$ cat src/rtl/core/swcsf_pkg.sv
// ----------------------------------------------------------------------------
// Sliding-window class score fusion package
// Shared widths, item types, datapath operation codes and status.
// ----------------------------------------------------------------------------
`timescale 1ns / 1ps
`default_nettype none

package swcsf_pkg;

    localparam int SCORE_BITS       = 16;
    localparam int MAX_CLASSES_DEF  = 32;
    localparam int WINDOW_DEPTH_DEF = 1024;
    localparam int CFG_W            = 11;
    localparam int CLASS_OUT_W      = 5;
    localparam int FRAMES_OUT_W     = 11;
    localparam logic [CFG_W-1:0] WINDOW_SIZE_RST = 11'd30;

    typedef struct packed {
        logic signed [SCORE_BITS-1:0] score;
        logic                         last_in_frame;
        logic                         clear_window;
    } t_in_item;

    typedef struct packed {
        logic [CLASS_OUT_W-1:0]  top_class;
        logic                    unknown;
        logic [FRAMES_OUT_W-1:0] frames_held;
        logic                    too_many_classes;
    } t_out_item;

    typedef logic [3:0] t_op;

    localparam t_op OP_NONE   = 4'd0;
    localparam t_op OP_TAKE   = 4'd1;
    localparam t_op OP_CLEAR  = 4'd2;
    localparam t_op OP_CHECK  = 4'd3;
    localparam t_op OP_EV_RD  = 4'd4;
    localparam t_op OP_EV_WR  = 4'd5;
    localparam t_op OP_EW_RD  = 4'd6;
    localparam t_op OP_EW_RD2 = 4'd7;
    localparam t_op OP_EW_WR  = 4'd8;
    localparam t_op OP_ADD_RD = 4'd9;
    localparam t_op OP_ADD_WR = 4'd10;
    localparam t_op OP_WIN_RD = 4'd11;
    localparam t_op OP_WIN_WR = 4'd12;
    localparam t_op OP_ARG_RD = 4'd13;
    localparam t_op OP_ARG_WR = 4'd14;
    localparam t_op OP_OUT    = 4'd15;

    typedef struct packed {
        logic need_evict;
        logic evict_last;
        logic class_last;
        logic out_free;
    } t_status;

endpackage

`default_nettype wire

$ cat src/rtl/core/swcsf_ctrl.sv
// ----------------------------------------------------------------------------
// Sliding-window class score fusion controller
// Sequences item intake, window eviction, frame insertion and the argmax walk.
// ----------------------------------------------------------------------------
`timescale 1ns / 1ps
`default_nettype none

module swcsf_ctrl (
    input  wire logic              i_clk,
    input  wire logic              i_rst_n,
    input  wire logic              i_in_valid,
    input  wire swcsf_pkg::t_in_item i_in_item,
    output logic                   o_in_stall,
    input  wire swcsf_pkg::t_status i_status,
    output swcsf_pkg::t_op         o_op
);
    import swcsf_pkg::*;

    localparam logic [3:0] S_IDLE    = 4'd0;
    localparam logic [3:0] S_CHECK   = 4'd1;
    localparam logic [3:0] S_EV_TEST = 4'd2;
    localparam logic [3:0] S_EV_RD   = 4'd3;
    localparam logic [3:0] S_EV_WR   = 4'd4;
    localparam logic [3:0] S_EW_RD   = 4'd5;
    localparam logic [3:0] S_EW_RD2  = 4'd6;
    localparam logic [3:0] S_EW_WR   = 4'd7;
    localparam logic [3:0] S_ADD_RD  = 4'd8;
    localparam logic [3:0] S_ADD_WR  = 4'd9;
    localparam logic [3:0] S_WIN_RD  = 4'd10;
    localparam logic [3:0] S_WIN_WR  = 4'd11;
    localparam logic [3:0] S_ARG_RD  = 4'd12;
    localparam logic [3:0] S_ARG_WR  = 4'd13;
    localparam logic [3:0] S_OUT     = 4'd14;

    logic [3:0] r_state;
    logic [3:0] n_state;
    logic       w_accept;

    assign o_in_stall = (r_state != S_IDLE);
    assign w_accept   = i_in_valid && (r_state == S_IDLE);

    always_comb begin
        n_state = r_state;
        o_op    = OP_NONE;
        case (r_state)
            S_IDLE: begin
                if (w_accept) begin
                    if (i_in_item.clear_window) begin
                        o_op = OP_CLEAR;
                    end else begin
                        o_op = OP_TAKE;
                        if (i_in_item.last_in_frame) begin
                            n_state = S_CHECK;
                        end
                    end
                end
            end
            S_CHECK: begin
                o_op    = OP_CHECK;
                n_state = S_EV_TEST;
            end
            S_EV_TEST: begin
                n_state = i_status.need_evict ? S_EV_RD : S_ADD_RD;
            end
            S_EV_RD: begin
                o_op    = OP_EV_RD;
                n_state = S_EV_WR;
            end
            S_EV_WR: begin
                o_op    = OP_EV_WR;
                n_state = i_status.evict_last ? S_EW_RD : S_EV_RD;
            end
            S_EW_RD: begin
                o_op    = OP_EW_RD;
                n_state = S_EW_RD2;
            end
            S_EW_RD2: begin
                o_op    = OP_EW_RD2;
                n_state = S_EW_WR;
            end
            S_EW_WR: begin
                o_op    = OP_EW_WR;
                n_state = S_EV_TEST;
            end
            S_ADD_RD: begin
                o_op    = OP_ADD_RD;
                n_state = S_ADD_WR;
            end
            S_ADD_WR: begin
                o_op    = OP_ADD_WR;
                n_state = i_status.class_last ? S_WIN_RD : S_ADD_RD;
            end
            S_WIN_RD: begin
                o_op    = OP_WIN_RD;
                n_state = S_WIN_WR;
            end
            S_WIN_WR: begin
                o_op    = OP_WIN_WR;
                n_state = S_ARG_RD;
            end
            S_ARG_RD: begin
                o_op    = OP_ARG_RD;
                n_state = S_ARG_WR;
            end
            S_ARG_WR: begin
                o_op    = OP_ARG_WR;
                n_state = i_status.class_last ? S_OUT : S_ARG_RD;
            end
            S_OUT: begin
                if (i_status.out_free) begin
                    o_op    = OP_OUT;
                    n_state = S_IDLE;
                end
            end
            default: begin
                n_state = S_IDLE;
            end
        endcase
    end

    always_ff @(posedge i_clk) begin
        if (!i_rst_n) begin
            r_state <= S_IDLE;
        end else begin
            r_state <= n_state;
        end
    end

endmodule

`default_nettype wire

$ cat config.mk
export PLATFORM = sky130hd
export DESIGN_NAME = swcsf_ctrl
export DESIGN_NICKNAME = d
export VERILOG_FILES = /design/src/rtl/core/swcsf_pkg.sv /design/src/rtl/core/swcsf_ctrl.sv
export SDC_FILE = /design/constraint.sdc
export NUM_CORES = 1
export LEC_CHECK = 0
export ABC_CLOCK_PERIOD_IN_PS = 2100
export BUFFER_PORTS_ARGS = -buffer_cell sky130_fd_sc_hd__buf_2
export CAP_MARGIN = 10
export CORE_AREA = 3 3 40 42
export DETAILED_ROUTE_END_ITERATION = 12
export DIE_AREA = 0 0 43 45
export GPL_TIMING_DRIVEN = 0
export HOLD_SLACK_MARGIN = 0.08
export PLACE_DENSITY = 0.66
export SLEW_MARGIN = 40
export SYNTH_ARGS = -nofsm -noshare
export SYNTH_HDL_FRONTEND = slang
export SYNTH_SLANG_ARGS = --single-unit
$ cat constraint.sdc
create_clock -name i_clk -period 2.1 [get_ports i_clk]
set_input_delay 0 -clock i_clk [delete_from_list [all_inputs] [get_ports i_clk]]
set_output_delay 0 -clock i_clk [all_outputs]
set_load 0.05 [all_outputs]
==> results.md <==
* Overall global routing resource usage at 12.83%
* Syn_area_per_cell at 8.076 µm²
* CTS Buffer Depth at 2
* Reg2Reg Launch Point: r_state[1]
* Synth Area in Adders at 0%
* Seq/Total Area, Yosys at a little under a fifth
* Post-synth top area cell: dfxtp_1
* Maximum vdd ir drop at roughly 0.73 mV
* Worst Setup End Kind: output port
* DRT iter0 DRCs at 5
* WP data arrival at 1620 ps
* Routed via count at 488
* Reg2Reg Depth at 3
* First-pass GRT wire length at ~1.8 mm
* Port Buffers at 13
* RSZ-0062 raised after global routing: false
* Critical setup path kind: register to output port
* Relative slew slack at around 78%
* Die width at 43 µm
* Pins Over Slew Limit at 0
* DR pass1 iterations at 4
* Syn Std Cell Area at 444.2 µm²
* Starting Density at 34.57%
* Cell variety after synth at 34
* Grt ovf at 0
* Core area at 1285 µm²
* Critical Path RT at around 2100 ps
* Clk_skew at 0.9672 ps
* Detail Route Antenna Nets at 0
* CTS tree: done
* Top flop regs: r_state: 4 flops
* Postcts setup bufs at 0
* # clock sinks at 4
* PwrDens at 1754 nW/µm²
* Status: finished, final reports clean
* Number of buffers created by CTS at 3
* Mapped Cells at 55
* Crit start category: register
* Clock-pin slew on the worst setup and hold paths at 30 ps
* WL final at 1.148 mm
* Setup crit start: r_state[0]
* # diodes at 0
* CP Cell Sequence: buf_4, o21bai_1, a222oi_1, buf_2
* Pre-CTS setup slack at around 720 ps
* Antenna violations before repair at 0
* Synth top area share at 18.03%
* Crit path capture: o_op[0]
* Chip height at roughly 45 µm
* Crit Reg-Reg Endpoint: r_state[1]
* Final Hold Fails at 0
* Synth Area in XOR/XNOR at 0%
* Max cap viols at 0
* NumNets Final at approximately 100
* Biggest register: r_state
* Pin count of the biggest net entering global routing at 11
* Fin crit share at 77.15%
* Min-delay src: i_status[2]
* Ports at 30
* Critical path's top delay family: buffers and inverters
* GP Congestion at 0.7398
* R2r setup slk at slightly below 900 ps
* Rows at 13
* Htree depth at 1
* Final setup fails at 0
* Vias per cell at 5.609
* Largest family of logic cells by synthesized area: compound AO/OA/AOI/OAI gates
* Final HPWL DP at ~830 µm
* Worst-Margin Slew at 332.1 ps
* Stages on worst setup path at 4
* Root buffer cell: clkbuf_4
* Setup TNS Final at 0 ps
* Mux contribution to synthesized area at 0%
* Worst setup margin at 479.8 ps
* Syn. warnings at 0
* Worst hold-check path type: primary input to register
* Max reg flops at 4
* Die ar. at around 1900 µm²
* Post-cts resize count at 0
* Most frequent cells in the layout: buf_2 (14), nand2_1 (5), dfxtp_1 (4)
* Commonest non-fill, non-tap cell in the layout: buf_2
* DRC at 0
* Area Overhead vs Synth at 26.20%
* Syn nets at 80
* WP buf/inv at 2
* Clk_lat worst skew at 230 ps
* FMAX at 617.2 MHz
* Crit path largest cell delay at 480 ps
* Yosys reg bits at 4
* Simple-gate share of the synthesized area at between 30% and 40%
* CP Max Fanout at 10
* Compound-cell area share of the yosys netlist at between 40% and 50%
* Synth area leaders: dfxtp_1 (18%), a2111oi_4 (6.2%), a21o_1 (5.1%), buf_6 (5.1%), nand2_1 (4.2%)
* Shortest period the worst path allows at 1620 ps
* Vias in the first global route at 436
* Leakage at 0.2638 nW
* Share of cells above drive strength 1 at 33.33%
* Slowest CP cell: dfxtp_1
* Wire per inst at 13.20 µm
## per-layer routing
metal / up-vias / GRT usage, % / routed length, µm
met5: - / 0 / 0
met4: 0 / 10.84 / 27
met3: 4 / 1.594 / 38
met2: 11 / 23.05 / 599
met1: 232 / 13.29 / 484
li1: 241 / - / -
## where the power goes
group          internal, W  switching, W
sequential        0.000107     0.0000655
combinational     0.000243      0.000477
clock            0.0000637     0.0000277
total             0.000413      0.000570
## cells in the mapped netlist
cell	instances
a222oi_1	1
nor3b_1	1
nand2b_1	1
o21ai_1	1
o21bai_1	2
inv_1	2
a2111oi_4	1
a21o_1	3
nor3_1	1
nand3_1	1
a21boi_0	2
o21ai_0	3
and2b_1	1
nand4b_1	2
and2_2	1
nor2b_1	3
buf_6	2
or2b_1	1
nor2_2	2
nand2_1	5
and2_0	1
buf_4	1
a211o_1	1
o22ai_1	1
nor2_1	1
o211a_1	1
and2_1	1
buf_2	1
a221o_1	1
nand4bb_1	1
a311oi_1	1
o2111a_1	1
a21oi_1	3
dfxtp_1	4
## layout make-up
cell class / count / area (µm²)
Sequential cell: 4 / 80.08
Multi-Input combinational cell: 45 / 321.6
Buffer: 4 / 35.03
Clock buffer: 3 / 22.52
Inverter: 2 / 7.507
Tap cell: 15 / 18.77
Fill cell: 141 / 724.4
Timing Repair Buffer: 14 / 75.07
## worst min-delay path: stages
cell and delay [ps]:
buf_2 110, nor2_1 40, nand2_1 50, o211a_1 140
## logic make-up (layout without fill, tap and decap cells)
family	after synthesis	after routing
and+or+nand+nor	23	23
AOI/OAI and AO/OA	22	22
DFF	4	4
buffers and inverters	6	23
## how the worst min path moves through the flow
stage / to / slack (ps) / depth (start not counted)
global route: r_state[2] / 160 / 4
floorplan: r_state[2] / 130 / 1
global placement: r_state[2] / 310 / 2
finish: r_state[2] / 150 / 4
CTS: r_state[2] / 140 / 4
detailed placement: r_state[2] / 300 / 2
## stage by stage
| stage | std cells | power (W) | instance area, µm² | utilization, % | hold WS (ps) |
|---|---|---|---|---|---|
| 2_1_floorplan | 55 | 0.0007378 | 444.2 | - | 133.4 |
| 3_3_place_gp | 83 | 0.0008826 | 528.0 | 41.09 | 308.9 |
| 3_5_place_dp | 83 | 0.0008885 | 528.0 | 41.09 | 302.8 |
| 4_1_cts | 87 | 0.0009871 | 560.5 | 43.62 | 139.5 |
| 5_1_grt | 87 | 0.001042 | 560.5 | 43.62 | 157.0 |
| 6_report | 87 | 0.0009831 | 560.5 | 43.62 | 145.2 |
## what timing repair did
action                                  in CTS  in global routing
hold buffers                                 1                  0
endpoints found under the setup margin       0                  0
endpoints found under the hold margin        4                  0
No activity file was read; power rests on OpenSTA's default activity.
